$ cat src/framed_packet_crc8_checker_top_macros.svh
// Assertion macros for the framed packet checker.
// Define NO_ASSERTIONS to compile them out.
`ifndef FRAMED_PACKET_CRC8_CHECKER_TOP_MACROS_SVH
`define FRAMED_PACKET_CRC8_CHECKER_TOP_MACROS_SVH
`ifndef NO_ASSERTIONS
// same-cycle implication
`define FPCC_ASSERT_NOW(label, clk, rst_n, ante, cons) \
    label: assert property (@(posedge clk) disable iff (!rst_n) (ante) |-> (cons)) \
        else $error("fpcc assertion failed");
// next-cycle implication
`define FPCC_ASSERT_NEXT(label, clk, rst_n, ante, cons) \
    label: assert property (@(posedge clk) disable iff (!rst_n) (ante) |=> (cons)) \
        else $error("fpcc assertion failed");
`else
`define FPCC_ASSERT_NOW(label, clk, rst_n, ante, cons)
`define FPCC_ASSERT_NEXT(label, clk, rst_n, ante, cons)
`endif
`endif

$ cat src/fpcc_pkg.sv
`timescale 1ns / 1ps
package fpcc_pkg;

    localparam int MAX_FRAME_BYTES_DEF = 64;

    localparam logic [7:0] CRC_POLY = 8'h07;

    localparam logic [2:0] ST_OK    = 3'd0;
    localparam logic [2:0] ST_HEAD  = 3'd1;
    localparam logic [2:0] ST_TAIL  = 3'd2;
    localparam logic [2:0] ST_CRC   = 3'd3;
    localparam logic [2:0] ST_SHORT = 3'd4;

    localparam logic REG_HEAD = 1'b0;
    localparam logic REG_TAIL = 1'b1;

    // CRC-8, MSB first, one byte folded in
    function automatic logic [7:0] crc8_fold(input logic [7:0] crc, input logic [7:0] b);
        logic [7:0] c;
        c = crc ^ b;
        for (int k = 0; k < 8; k++) begin
            if (c[7]) begin
                c = {c[6:0], 1'b0} ^ CRC_POLY;
            end else begin
                c = {c[6:0], 1'b0};
            end
        end
        return c;
    endfunction

endpackage

$ cat src/fpcc_if.sv
`timescale 1ns / 1ps
// Input beat channel: one frame byte per beat
interface fpcc_in_if;
    logic       valid;
    logic       ready;
    logic [7:0] rx_byte;
    logic       frame_end;

    modport source (output valid, output rx_byte, output frame_end, input ready);
    modport sink   (input valid, input rx_byte, input frame_end, output ready);
endinterface

// Result beat channel: one beat per frame
interface fpcc_out_if;
    logic       valid;
    logic       ready;
    logic [2:0] status;
    logic [7:0] pkt_type;
    logic       values_updated;
    logic [7:0] sensor_first;
    logic [7:0] sensor_second;

    modport source (output valid, output status, output pkt_type, output values_updated,
                    output sensor_first, output sensor_second, input ready);
    modport sink   (input valid, input status, input pkt_type, input values_updated,
                    input sensor_first, input sensor_second, output ready);
endinterface

$ cat src/framed_packet_crc8_checker_top.sv
`timescale 1ns / 1ps
// A result beat becomes valid in the cycle after the frame_end byte is accepted.
// Throughput: one byte per cycle unless a result beat waits on the sink; the byte
//   CRC update is a single unrolled 8-bit fold between the per-frame state registers,
//   and the result register frees itself in the cycle the sink takes the beat.
// Reset (i_rst_n low at a clock edge): clears head/tail registers, frame state,
//   stored sensor values and the result valid flag.
`include "framed_packet_crc8_checker_top_macros.svh"

module framed_packet_crc8_checker_top
    import fpcc_pkg::*;
#(
    parameter int MAX_FRAME_BYTES = MAX_FRAME_BYTES_DEF
) (
    input  logic        i_clk,
    input  logic        i_rst_n,
    fpcc_in_if.sink     i_in,
    fpcc_out_if.source  o_out,
    input  logic        psel,
    input  logic        penable,
    input  logic        pwrite,
    input  logic [2:0]  paddr,
    input  logic [31:0] pwdata,
    output logic [31:0] prdata,
    output logic        pready
);

    localparam int POS_W = $clog2(MAX_FRAME_BYTES);
    localparam logic [POS_W-1:0] POS_MAX = POS_W'(MAX_FRAME_BYTES - 1);

    // config registers
    logic [7:0] r_head, r_tail;

    // per-frame state
    logic [POS_W-1:0] r_pos, n_pos;
    logic [7:0]       r_crc, n_crc;
    logic [7:0]       r_held, n_held;
    logic             r_head_ok, n_head_ok;
    logic [7:0]       r_type, n_type;
    logic [7:0]       r_val0, n_val0;
    logic [7:0]       r_val1, n_val1;

    // stored sensors, shown directly on the result beat
    logic [7:0] r_sens0, n_sens0;
    logic [7:0] r_sens1, n_sens1;

    // result register
    logic       r_out_valid, n_out_valid;
    logic [2:0] r_status, n_status;
    logic [7:0] r_pkt_type, n_pkt_type;
    logic       r_upd, n_upd;

    logic       w_acc;
    logic       w_cfg_wr;
    logic [7:0] w_type;
    logic [2:0] w_status;
    logic       w_store;

    // ------------------------------------------------------------------
    // APB config: register index is paddr[2], writes on the access phase
    // ------------------------------------------------------------------
    assign pready   = 1'b1;
    assign w_cfg_wr = psel && penable && pwrite;
    assign prdata   = {24'd0, (paddr[2] == REG_TAIL) ? r_tail : r_head};

    always_ff @(posedge i_clk) begin
        if (!i_rst_n) begin
            r_head <= 8'd0;
            r_tail <= 8'd0;
        end else if (w_cfg_wr) begin
            if (paddr[2] == REG_HEAD) begin
                r_head <= pwdata[7:0];
            end else begin
                r_tail <= pwdata[7:0];
            end
        end
    end

    // ------------------------------------------------------------------
    // Handshake: take a byte whenever the result register is free or
    // being drained this cycle.
    // ------------------------------------------------------------------
    assign i_in.ready = !r_out_valid || o_out.ready;
    assign w_acc      = i_in.valid && i_in.ready;

    // Type byte: on a 4-byte frame it is the last byte itself.
    always_comb begin
        if (r_pos == POS_W'(3)) begin
            w_type = i_in.rx_byte;
        end else if (r_pos > POS_W'(3)) begin
            w_type = r_type;
        end else begin
            w_type = 8'd0;
        end
    end

    // Check order: short, head, tail, crc.
    always_comb begin
        if (r_pos < POS_W'(2)) begin
            w_status = ST_SHORT;
        end else if (!r_head_ok) begin
            w_status = ST_HEAD;
        end else if (i_in.rx_byte != r_tail) begin
            w_status = ST_TAIL;
        end else if (r_held != r_crc) begin
            w_status = ST_CRC;
        end else begin
            w_status = ST_OK;
        end
    end

    assign w_store = (w_status == ST_OK) && (w_type == 8'd0);

    always_comb begin
        n_pos       = r_pos;
        n_crc       = r_crc;
        n_held      = r_held;
        n_head_ok   = r_head_ok;
        n_type      = r_type;
        n_val0      = r_val0;
        n_val1      = r_val1;
        n_sens0     = r_sens0;
        n_sens1     = r_sens1;
        n_out_valid = r_out_valid && !o_out.ready;
        n_status    = r_status;
        n_pkt_type  = r_pkt_type;
        n_upd       = r_upd;

        if (w_acc) begin
            if (i_in.frame_end) begin
                // sensor bytes only count if they were received
                if (w_store && (r_pos > POS_W'(5))) begin
                    n_sens0 = r_val0;
                end
                if (w_store && (r_pos > POS_W'(6))) begin
                    n_sens1 = r_val1;
                end
                n_out_valid = 1'b1;
                n_status    = w_status;
                n_pkt_type  = w_type;
                n_upd       = w_store && (r_pos > POS_W'(5));
                // frame done: back to an empty frame
                n_pos       = '0;
                n_crc       = 8'd0;
                n_held      = 8'd0;
                n_head_ok   = 1'b0;
                n_type      = 8'd0;
                n_val0      = 8'd0;
                n_val1      = 8'd0;
            end else begin
                if (r_pos == POS_W'(0)) begin
                    n_head_ok = (i_in.rx_byte == r_head);
                end
                if (r_pos == POS_W'(3)) begin
                    n_type = i_in.rx_byte;
                end
                if (r_pos == POS_W'(5)) begin
                    n_val0 = i_in.rx_byte;
                end
                if (r_pos == POS_W'(6)) begin
                    n_val1 = i_in.rx_byte;
                end
                // CRC lags one byte: the held byte may be the checksum
                if (r_pos >= POS_W'(2)) begin
                    n_crc = crc8_fold(r_crc, r_held);
                end
                n_held = i_in.rx_byte;
                if (r_pos < POS_MAX) begin
                    n_pos = r_pos + POS_W'(1);
                end
            end
        end
    end

    always_ff @(posedge i_clk) begin
        if (!i_rst_n) begin
            r_pos       <= '0;
            r_crc       <= 8'd0;
            r_held      <= 8'd0;
            r_head_ok   <= 1'b0;
            r_type      <= 8'd0;
            r_val0      <= 8'd0;
            r_val1      <= 8'd0;
            r_sens0     <= 8'd0;
            r_sens1     <= 8'd0;
            r_out_valid <= 1'b0;
        end else begin
            r_pos       <= n_pos;
            r_crc       <= n_crc;
            r_held      <= n_held;
            r_head_ok   <= n_head_ok;
            r_type      <= n_type;
            r_val0      <= n_val0;
            r_val1      <= n_val1;
            r_sens0     <= n_sens0;
            r_sens1     <= n_sens1;
            r_out_valid <= n_out_valid;
        end
    end

    // result payload
    always_ff @(posedge i_clk) begin
        r_status   <= n_status;
        r_pkt_type <= n_pkt_type;
        r_upd      <= n_upd;
    end

    assign o_out.valid          = r_out_valid;
    assign o_out.status         = r_status;
    assign o_out.pkt_type       = r_pkt_type;
    assign o_out.values_updated = r_upd;
    assign o_out.sensor_first   = r_sens0;
    assign o_out.sensor_second  = r_sens1;

    // ------------------------------------------------------------------
    // Assertions
    // ------------------------------------------------------------------
    `FPCC_ASSERT_NEXT(a_end_gives_result, i_clk, i_rst_n, w_acc && i_in.frame_end, r_out_valid)
    `FPCC_ASSERT_NEXT(a_end_clears_pos, i_clk, i_rst_n, w_acc && i_in.frame_end, r_pos == '0)
    `FPCC_ASSERT_NOW(a_upd_only_ok, i_clk, i_rst_n, r_out_valid && r_upd,
                     (r_status == ST_OK) && (r_pkt_type == 8'd0))
    `FPCC_ASSERT_NOW(a_status_range, i_clk, i_rst_n, r_out_valid,
                     (r_status == ST_OK) || (r_status == ST_HEAD) || (r_status == ST_TAIL) ||
                     (r_status == ST_CRC) || (r_status == ST_SHORT))

endmodule
$ cat src/flat_wrapper.sv
// flat-port wrapper written by rule: the top's interface ports become plain ports
module framed_packet_crc8_checker_top_flat import fpcc_pkg::*;
#(
    parameter int MAX_FRAME_BYTES = MAX_FRAME_BYTES_DEF
)
  (i_clk, i_rst_n, psel, penable, pwrite, paddr, pwdata, prdata, pready, i_in_valid, i_in_rx_byte, i_in_frame_end, i_in_ready, o_out_valid, o_out_status, o_out_pkt_type, o_out_values_updated, o_out_sensor_first, o_out_sensor_second, o_out_ready);
  fpcc_in_if i_in_i ();
  fpcc_out_if o_out_i ();
  input  logic i_clk;
  input  logic i_rst_n;
  input  logic psel;
  input  logic penable;
  input  logic pwrite;
  input  logic [2:0] paddr;
  input  logic [31:0] pwdata;
  output logic [31:0] prdata;
  output logic pready;
  input wire logic [$bits(i_in_i.valid)-1:0] i_in_valid;
  input wire logic [$bits(i_in_i.rx_byte)-1:0] i_in_rx_byte;
  input wire logic [$bits(i_in_i.frame_end)-1:0] i_in_frame_end;
  output wire logic [$bits(i_in_i.ready)-1:0] i_in_ready;
  output wire logic [$bits(o_out_i.valid)-1:0] o_out_valid;
  output wire logic [$bits(o_out_i.status)-1:0] o_out_status;
  output wire logic [$bits(o_out_i.pkt_type)-1:0] o_out_pkt_type;
  output wire logic [$bits(o_out_i.values_updated)-1:0] o_out_values_updated;
  output wire logic [$bits(o_out_i.sensor_first)-1:0] o_out_sensor_first;
  output wire logic [$bits(o_out_i.sensor_second)-1:0] o_out_sensor_second;
  input wire logic [$bits(o_out_i.ready)-1:0] o_out_ready;
  assign i_in_i.valid = i_in_valid;
  assign i_in_i.rx_byte = i_in_rx_byte;
  assign i_in_i.frame_end = i_in_frame_end;
  assign i_in_ready = i_in_i.ready;
  assign o_out_valid = o_out_i.valid;
  assign o_out_status = o_out_i.status;
  assign o_out_pkt_type = o_out_i.pkt_type;
  assign o_out_values_updated = o_out_i.values_updated;
  assign o_out_sensor_first = o_out_i.sensor_first;
  assign o_out_sensor_second = o_out_i.sensor_second;
  assign o_out_i.ready = o_out_ready;
  framed_packet_crc8_checker_top #(.MAX_FRAME_BYTES(MAX_FRAME_BYTES)) u_core (.i_clk(i_clk), .i_rst_n(i_rst_n), .i_in(i_in_i), .o_out(o_out_i), .psel(psel), .penable(penable), .pwrite(pwrite), .paddr(paddr), .pwdata(pwdata), .prdata(prdata), .pready(pready));
endmodule
$ cat config.mk
export PLATFORM = sky130hd
export DESIGN_NAME = framed_packet_crc8_checker_top_flat
export DESIGN_NICKNAME = d
export VERILOG_FILES = /design/src/fpcc_pkg.sv /design/src/fpcc_if.sv /design/src/framed_packet_crc8_checker_top.sv /design/src/flat_wrapper.sv
export VERILOG_INCLUDE_DIRS = /design/src /design/src/src
export SDC_FILE = /design/constraint.sdc
export NUM_CORES = 1
export LEC_CHECK = 0
export BUFFER_PORTS_ARGS = -buffer_cell sky130_fd_sc_hd__buf_2
export CORE_MARGIN = 4
export CORE_UTILIZATION = 40
export DETAILED_ROUTE_END_ITERATION = 12
export PLACE_DENSITY = 0.65
export SLEW_MARGIN = 20
export SYNTH_ARGS = -nofsm -noshare
export SYNTH_HDL_FRONTEND = slang
export SYNTH_SLANG_ARGS = --single-unit
$ cat constraint.sdc
create_clock -name i_clk -period 4 [get_ports i_clk]
set_clock_uncertainty 0.2 [all_clocks]
set_input_delay 0.6 -clock i_clk [delete_from_list [all_inputs] [get_ports i_clk]]
set_output_delay 0.6 -clock i_clk [all_outputs]
set_load 0.05 [all_outputs]
; ---- After elaboration in Yosys (flattened, before gate mapping)
; Cells that the tools add are included.
[word_totals]
in_bits = 51
word_cells = 119
output_inout_bits = 63
regBits = 92
[op_classes]
n_bitwise = 10
reduce_logical = 30
eq_ne = 6
muxes = 51
magnitude_cmp = 6
add_sub_neg = 1
[op_table]
columns = op, n
row1 = 2-to-1 mux 8 bit, 33
row2 = 2-to-1 mux 3 bit, 11
row3 = inverter 3 bit, 8
row4 = AND reduction 2 bit, 9
row5 = != test 8 bit, 2
row6 = equality test 6 x 3 -> 1 bit (second input constant), 2
row7 = > comparator 6 x 3 -> 1 bit (second input constant), 2
row8 = 2-to-1 mux 6 bit, 2
row9 = nonzero test 2 bit, 6
row10 = equality test 8 bit, 1
row11 = zero test 8 bit, 1
row12 = XOR 8 bit, 1
row13 = logical AND 1 bit, 7
row14 = adder 6 x 1 -> 6 bit (second input constant), 1
row15 = equality test 6 x 2 -> 1 bit (second input constant), 1
row16 = >= comparator 6 x 2 -> 1 bit (second input constant), 1
row17 = > comparator 6 x 2 -> 1 bit (second input constant), 1
row18 = zero test 6 bit, 1
row19 = < comparator 6 x 2 -> 1 bit (second input constant), 1
row20 = < comparator 6 bit (second input constant), 1
row21 = AND reduction 3 bit, 2
row22 = 2-to-1 mux 1 bit, 4
row23 = zero test 3 bit, 1
row24 = zero test 1 bit, 2
row25 = 3 further kinds, 3

; ---- Logic depth before layout (Yosys ltp)
; Gate-level depths: netlist (run 1).
[depth]
word_depth = 40
mapped_depth = 7
mapped_depth_nobuf = 7

; ---- Worst setup path after synthesis (run 1)
; Ideal clock, no wire load.
[synth_path]
path_type = register to register
start = register u_core.r_held[7]
end = register u_core.r_sens0[0], in the netlist u_core.o_out.sensor_first[0]
n_path_buf = 0
arrival_time_ps = 2474
stages_incl_launch_ff = 8
path_slack_ps = 1254
period_less_slack_ps = 2746
setup_time_ps = 72
required_time_ps = 3728
path_cell_list = dfxtp_1 -> xnor2_1 -> ha_1 -> and3_1 -> and3_1 -> or4b_4 -> a2111oi_4 -> mux2i_1
[synth_via]
elab_chain_cells = 9
[synth_rtl]
columns = item, line_no
row1 = from (decl), framed_packet_crc8_checker_top.sv:37  ; logic [7:0] r_held, n_held;
row2 = from (signal assigned), framed_packet_crc8_checker_top.sv:190  ; r_held <= n_held;
row3 = != test 8 bit, framed_packet_crc8_checker_top.sv:105  ; end else if (r_held != r_crc) begin
row4 = 2-to-1 mux 2 bit, framed_packet_crc8_checker_top.sv:105
row5 = 2-to-1 mux 3 bit, framed_packet_crc8_checker_top.sv:103  ; end else if (i_in.rx_byte != r_tail) begin
row6 = 2-to-1 mux 3 bit, framed_packet_crc8_checker_top.sv:101  ; end else if (!r_head_ok) begin
row7 = 2-to-1 mux 3 bit, framed_packet_crc8_checker_top.sv:99  ; if (r_pos < POS_W'(2)) begin
row8 = zero test 3 bit, framed_packet_crc8_checker_top.sv:112  ; assign w_store = (w_status == ST_OK) && (w_type == 8'd0);
row9 = logical AND 1 bit, framed_packet_crc8_checker_top.sv:112
row10 = logical AND 1 bit, framed_packet_crc8_checker_top.sv:132  ; if (w_store && (r_pos > POS_W'(5))) begin
row11 = AND reduction 3 bit (no source line), n/a
row12 = to (signal assigned), framed_packet_crc8_checker_top.sv:195  ; r_sens0 <= n_sens0;
row13 = to (decl), framed_packet_crc8_checker_top.sv:44  ; logic [7:0] r_sens0, n_sens0;
; No other way between the ends.
; A chain may end at the register's enable or synchronous reset.

; ---- Worst setup path after layout (run 1)
[layout_path]
start = register u_core.r_held[7]
end = register u_core.r_sens1[4], in the netlist u_core.o_out.sensor_second[4]
[layout_via]
elab_chain_cells = 9
[layout_rtl]
columns = item, line_no
row1 = != test 8 bit, framed_packet_crc8_checker_top.sv:105
row2 = 2-to-1 mux 2 bit, framed_packet_crc8_checker_top.sv:105
row3 = 2-to-1 mux 3 bit, framed_packet_crc8_checker_top.sv:103
row4 = 2-to-1 mux 3 bit, framed_packet_crc8_checker_top.sv:101
row5 = 2-to-1 mux 3 bit, framed_packet_crc8_checker_top.sv:99
row6 = zero test 3 bit, framed_packet_crc8_checker_top.sv:112
row7 = logical AND 1 bit, framed_packet_crc8_checker_top.sv:112
row8 = logical AND 1 bit, framed_packet_crc8_checker_top.sv:135  ; if (w_store && (r_pos > POS_W'(6))) begin
row9 = AND reduction 3 bit (no source line), n/a
row10 = to (signal assigned), framed_packet_crc8_checker_top.sv:196  ; r_sens1 <= n_sens1;
row11 = to (decl), framed_packet_crc8_checker_top.sv:45  ; logic [7:0] r_sens1, n_sens1;
; No other way between the ends.

==> results of run 1 <==
[stage by stage]
step	total power [mW]	cell area, um2	setup WS [ns]
global placement	1.189	4732	0.8354
detailed placement	1.192	4732	0.8281
global route	1.790	4901	0.7252
floorplan	1.167	4572	1.254
CTS	1.736	4901	0.8827
finish	1.724	4901	0.8804
[area by class of cell]
class                      count  share of cell area, %
clock buffer                  11                  2.885
clock inverter                 5                 0.5617
inverter                      11                 0.8425
multi-input combinational    372                  45.32
sequential                    92                  40.03
tap                          140                  3.574
timing repair buffer          65                  6.791
[cell usage after synthesis, types with 5 or more instances]
cell type  instances
nand3_1           20
buf_4             26
nor2_1            44
buf_2              5
xnor2_1           30
ha_1               8
and3_1             5
clkbuf_1          21
a21oi_1           34
xor2_1             7
edfxtp_1          12
mux2_2             8
nand2_1           97
dfxtp_1           80
mux2i_1           16
a22oi_1           29
inv_1              9
o21ai_0            6
nand4_1            6
[state kept, by name (all words and copies together), names as in the netlist, 3 cells and up]
register	cells
u_core.r_pos	6
u_core.r_tail	8
u_core.o_out.sensor_second	8
u_core.r_val1	8
u_core.r_held	8
u_core.r_val0	8
u_core.o_out.status	3
u_core.o_out.sensor_first	8
u_core.r_crc	8
u_core.r_head	8
u_core.r_type	8
u_core.o_out.pkt_type	8
[how the worst min path moves through the flow]
stage / from / endpoint / slack, ns / cells after the start
2_1_floorplan: u_core.r_val0[6]$_SDFFE_PN0P_ / u_core.o_out.sensor_first[6]$_SDFFE_PN0P_ / 0.24 / 2
3_3_place_gp: u_core.o_out.sensor_first[1]$_SDFFE_PN0P_ / u_core.o_out.sensor_first[1]$_SDFFE_PN0P_ / 0.24 / 2
3_5_place_dp: u_core.o_out.sensor_first[7]$_SDFFE_PN0P_ / u_core.o_out.sensor_first[7]$_SDFFE_PN0P_ / 0.25 / 2
4_1_cts: u_core.o_out.sensor_second[1]$_SDFFE_PN0P_ / u_core.o_out.sensor_second[1]$_SDFFE_PN0P_ / 0.26 / 2
5_1_grt: pwdata[0] / u_core.r_tail[0]$_SDFFE_PN0P_ / 0.28 / 3
6_report: u_core.o_out.sensor_second[3]$_SDFFE_PN0P_ / u_core.o_out.sensor_second[3]$_SDFFE_PN0P_ / 0.26 / 2
[cell usage in the layout (no fill, tap or decap), types with 4 or more instances in the layout]
master and n:
a22oi_1 29, xnor2_1 30, mux2_2 8, conb_1 25
nor2_1 44, buf_2 62, clkinv_1 5, nand2_1 97
inv_1 9, o21ai_0 6, xor2_1 7, and3_1 5
nand4_1 6, edfxtp_1 12, dfxtp_1 80, clkbuf_8 10
ha_1 8, nand3_1 20, a21oi_1 34, mux2i_1 16
nor4_1 4
[per-layer routing]
layer	vias to the layer above	routed length, um
li1	1766	-
met1	1745	4539
met2	142	4937
met3	25	842
met4	0	272
met5	-	0
[kinds of logic (layout without fill, tap and decap cells)]
family,after synthesis,in the layout,synth area share (%)
buf+inv,68,92,8.675
simple gates,191,191,18.52
mux,24,24,5.579
xor+xnor,39,39,7.950
other cells,2,25,0.1674
fa+ha+maj,8,8,2.232
flops,92,92,43.74
compound gates,85,85,13.14
[critical path, stage by stage (launching register included)]
cell and delay, ns:
dfxtp_1 0.33, xnor2_1 0.34, ha_1 0.22, and3_1 0.15, and3_1 0.19, or4b_4 0.53
a2111oi_4 0.82, mux2i_1 0.27
[where the power goes]
group	leakage [nW]	internal (mW)	switching, mW
combinational	0.981	0.0496	0.167
clock	0.0820	0.238	0.315
sequential	0.761	0.945	0.00903
total	1.82	1.23	0.491
==> results by group, run 1 <==
Run status
  • Status: complete, no violations

Place
  • IO buf count: 62
  • Post-DP HPWL: 7517 um
  • Gpl congestion: 0.7639
  • Inst Count DP: 680

Final layout
  • Fin util: 45.01%
  • Layout area overhead: 9.261%
  • # nets final: 610
  • Fraction of layout cells with a size suffix above 1: 16.73%
  • Fill count: 1094
  • Non-Filler Instances: 696
  • Footprint of the multi-input gates: 0.002221 mm2
  • Register area: 0.001962 mm2
  • # diodes: 0

Job
  • Maxcap violations: 0

Drt
  • Initial DRC Count: 248
  • WL final: 10590 um
  • Drt drc: 0
  • DR vias: 3678
  • Post-DR vias/cell: 5.284
  • Post-route ant nets: 0
  • TritonRoute pass-1 iters: 5
  • Avg WL per Cell: 15.22 um

Yosys
  • Synth area leaders: dfxtp_1, nand2_1, edfxtp_1
  • Synth Flop Type: dfxtp_1
  • Syn Inst Count: 509
  • Share of synthesized flip-flops with an asynchronous set or reset: 0%
  • Post-Syn Area: 0.004486 mm2
  • Cell taking the most area after synthesis: dfxtp_1
  • Distinct cells, synth: 45
  • Yosys top cell area share: 35.70%
  • Number of synthesized flops with an enable pin: 12
  • Flops & latches, synth: 92
  • Synth Warn #: 0
  • Register area share after synthesis: 43.74%
  • Mapped Avg Cell Area: 8.812 um2

STA
  • Max Slew Vio Count: 0
  • Max Clk Rate: 320.6 MHz
  • Endpoints failing hold: 0
  • Hold_ws: 0.2605 ns
  • Worst slew pin tran: 0.8278 ns
  • Period minus WS final: 3.120 ns
  • Finish-stage setup viols: 0
  • Max-slew headroom: 44.81%
  • Final period utilization: 77.99%
  • Setup TNS: 0 ns
  • RSZ-0062 raised after global routing: false

CTS
  • CTS tree: done
  • Sink Count: 92
  • Setup Buffers After CTS: 0
  • Cts repair resizes: 0
  • Htree depth: 3
  • Root buf cell: clkbuf_8
  • CTS Hold Bufs: 0
  • Clock transition at the registers of the reported paths: 0.08 ns
  • Total CTS buffers: 9
  • Clock Latency Late Sink: 0.37 ns
  • Max Root-Sink Buffers: 2

Worst setup path
  • Crit path capture: u_core.o_out.sensor_second[4]$_SDFFE_PN0P_
  • Critical setup path kind: flop to flop
  • Critical R2R Launch: u_core.r_held[7]$_SDFFE_PN0P_
  • Crit Path Max Fanout: 8
  • Startpoint types: flop
  • Reg2reg end: u_core.o_out.sensor_second[4]$_SDFFE_PN0P_
  • Setup crit start: u_core.r_held[7]$_SDFFE_PN0P_
  • Worst path required time: 4.09 ns
  • R2r worst-path depth: 7
  • Reg2reg setup slack: 0.88 ns
  • Crit end category: flop
  • WP data arrival: 3.21 ns

Die
  • Die Width: 113.9 um
  • Height of the die: 113.9 um
  • FP Rows: 38
  • Core ar.: 0.01089 mm2
  • Die area: 0.01297 mm2
  • Initial core utilization: 41.20%
  • IO Pins: 114

Power
  • Pleak: 1.824 nW
  • PD cells: 351.7 mW/mm2
  • VDD IR max: 0.2015 mV

GRT
  • Most Crowded Layer GR: met2
  • Met1 GRT Util: 21.77%
  • Global Route Usage Sum: 16.38%
  • Grt met2 use: 25.48%
  • Gr ovfl total: 0
  • Initial antenna violation count: 0
  • First-pass GRT wire length: 17040 um
  • Grt met3 use: 4.032%
  • Vias in the first global route: 3431
  • Largest net degree at the start of global routing: 43

Hold path
  • Worst hold path class: flop to flop
Power figures use the tool's default switching activity.
==> inputs of run 2 (changes only) <==
==> constraint.sdc (replaced) <==
create_clock -name i_clk -period 3.25 [get_ports i_clk]
set_clock_uncertainty 0.2 [all_clocks]
set_input_delay 0.4875 -clock i_clk [delete_from_list [all_inputs] [get_ports i_clk]]
set_output_delay 0.4875 -clock i_clk [all_outputs]
set_load 0.05 [all_outputs]
==> run 2 against run 1 <==
Design area up 1.7%. Die area unchanged. Combinational power up 25%. Count of clock-buffer cells in the layout down 1. Utilization up 0.77 points. Worst hold slack worse by 0.094 ns. Non-clock buffer count up 5. Register-to-register slack worse by 0.48 ns. Sequential share of layout area down 0.67 points. Largest cell class unchanged. Maximum frequency up 9.7%. Sequential power up 23%. Largest power group unchanged.
==> results by group, run 2 (same netlist as run 1, synthesis figures left out) <==
Worst setup path
  • Setup crit start: u_core.r_held[7]$_SDFFE_PN0P_
  • Worst path required time: 3.33 ns (-0.76 ns)
  • Crit Path Max Fanout: 8 (unchanged)
  • Crit end category: flop
  • Startpoint types: flop
  • Critical R2R Launch: u_core.r_held[7]$_SDFFE_PN0P_
  • WP data arrival: 2.92 ns (-0.29 ns)
  • Critical setup path kind: flop to flop

Hold path
  • Worst hold path class: input port to flop
  • Hold path start: pwdata[2]

Power
  • VDD IR max: 0.2056 mV (+2.0%)
  • Pleak: 1.875 nW (+2.8%)
  • PD cells: 458.9 mW/mm2 (+30%)

Die
  • Height of the die: 113.9 um (unchanged)
  • FP Rows: 38 (unchanged)
  • Core ar.: 0.01089 mm2 (unchanged)
  • Die area: 0.01297 mm2 (unchanged)
  • Die Width: 113.9 um (unchanged)
  • IO Pins: 114 (unchanged)
  • Initial core utilization: 41.20% (unchanged)

Job
  • Maxcap violations: 0 (unchanged)

GRT
  • Vias in the first global route: 3516 (+2.5%)
  • Largest net degree at the start of global routing: 62 (+44%)
  • Met1 GRT Util: 21.02% (-0.75 points)
  • Most Crowded Layer GR: met2
  • Grt met3 use: 3.926% (-0.11 points)
  • First-pass GRT wire length: 17090 um (+0.28%)
  • Global Route Usage Sum: 16.39% (about the same)
  • Gr ovfl total: 0 (unchanged)
  • Initial antenna violation count: 0 (unchanged)
  • Grt met2 use: 27.56% (+2.1 points)

Place
  • Inst Count DP: 685 (+0.74%)
  • Gpl congestion: 0.8018 (+5.0%)
  • Post-DP HPWL: 7506 um (-0.15%)
  • IO buf count: 62 (unchanged)
  • Dpl ws: 0.4028 ns (-0.4253 ns)

Final layout
  • # diodes: 0 (unchanged)
  • Most frequent cells in the layout: nand2_1, dfxtp_1, buf_2
  • Layout area overhead: 11.13%
  • # nets final: 615 (+0.82%)
  • Fin util: 45.78% (+0.77 points)
  • Non-Filler Instances: 701 (+0.72%)
  • Commonest non-fill, non-tap cell in the layout: nand2_1
  • Fraction of layout cells with a size suffix above 1: 18.00% (+1.3 points)

Drt
  • DR vias: 3648 (-0.82%)
  • Avg WL per Cell: 15.17 um (-0.33%)
  • Post-route ant nets: 0 (unchanged)
  • WL final: 10630 um (+0.39%)
  • Initial DRC Count: 230 (-7.3%)
  • Drt drc: 0 (unchanged)
  • TritonRoute pass-1 iters: 5 (unchanged)
  • Post-DR vias/cell: 5.204 (-1.5%)

CTS
  • Max Root-Sink Buffers: 2 (unchanged)
  • CTS Hold Bufs: 0 (unchanged)
  • Cts repair resizes: 0 (unchanged)
  • Root buf cell: clkbuf_8
  • Clock Latency Late Sink: 0.36 ns (about the same)
  • Clock transition at the registers of the reported paths: 0.09 ns (about the same)
  • CTS tree: done
  • Total CTS buffers: 9 (unchanged)
  • Setup Buffers After CTS: 0 (unchanged)
  • Htree depth: 3 (unchanged)
  • Sink Count: 92 (unchanged)

STA
  • Max-slew headroom: 49.32% (+4.5 points)
  • Setup TNS: 0 ns (unchanged)
  • Worst slew pin tran: 0.7483 ns (-0.07950 ns)
  • Max Slew Vio Count: 0 (unchanged)
  • Max Clk Rate: 351.5 MHz (+9.7%)
  • Endpoints failing hold: 0 (unchanged)
  • Period minus WS final: 2.845 ns (-0.2749 ns)
  • Final setup margin: 0.4053 ns (-0.4751 ns)
  • Hold_ws: 0.1666 ns (-0.09386 ns)
  • RSZ-0062 raised after global routing: false
  • Finish-stage setup viols: 0 (unchanged)
  • Final period utilization: 87.53% (+9.5 points)

Run status
  • Status: complete, no violations
run 2: changes by cell type in the layout (fill, tap and decap cells not counted):
cell	change
inv_6	+1
clkinv_1	-3
clkbuf_8	-1
inv_4	+1
clkinv_2	+1
clkinv_4	-1
buf_4	+5
bufinv_16	+2
run 2: stage by stage:
step / instance area [um2] / total power [mW]
after global placement: 4770 / 1.466
after floorplan: 4572 / 1.436
after CTS: 4985 / 2.307
final: 4985 / 2.288
after detailed placement: 4770 / 1.470
after global routing: 4985 / 2.373
run 2: path summary, 6_finish.rpt:
path / endpoint / slack (ns) / cells past startpoint
setup / recovery: u_core.o_out.sensor_second[4]$_SDFFE_PN0P_ / 0.41 / 8
hold / removal: u_core.r_tail[2]$_SDFFE_PN0P_ / 0.17 / 3
setup reg to reg: u_core.o_out.sensor_second[4]$_SDFFE_PN0P_ / 0.41 / 8
hold reg to reg: u_core.o_out.sensor_second[7]$_SDFFE_PN0P_ / 0.26 / 2
run 2: final cells by class:
class / count / area (um2)
clock inverter: 6 / 87.58
inverter: 11 / 41.29
clock buffer: 10 / 127.6
timing repair buffer: 70 / 370.4
multi-input combinational: 372 / 2221
tap: 140 / 175.2
sequential: 92 / 1962
fill: 1095 / 5903
run 2: critical path, stage by stage, from the launching register on:
cell	delay, ns
dfxtp_1	0.33
xnor2_1	0.34
ha_1	0.21
and3_1	0.14
and3_1	0.17
or4b_4	0.54
a2111oi_4	0.37
buf_4	0.25
mux2i_1	0.22
run 2: power breakdown:
part / switching (mW) / total [mW] / leakage [nW] / internal [mW]
Clock: 0.407 / 0.843 / 0.107 / 0.436
Combinational: 0.208 / 0.270 / 1.01 / 0.0626
Sequential: 0.0112 / 1.17 / 0.761 / 1.16
run 2: metal layers:
layer / vias up / share of wire (%)
li1: 1777 / -
met4: 0 / 1.1
met1: 1732 / 45
met5: - / 0
met3: 11 / 6.0
met2: 128 / 48
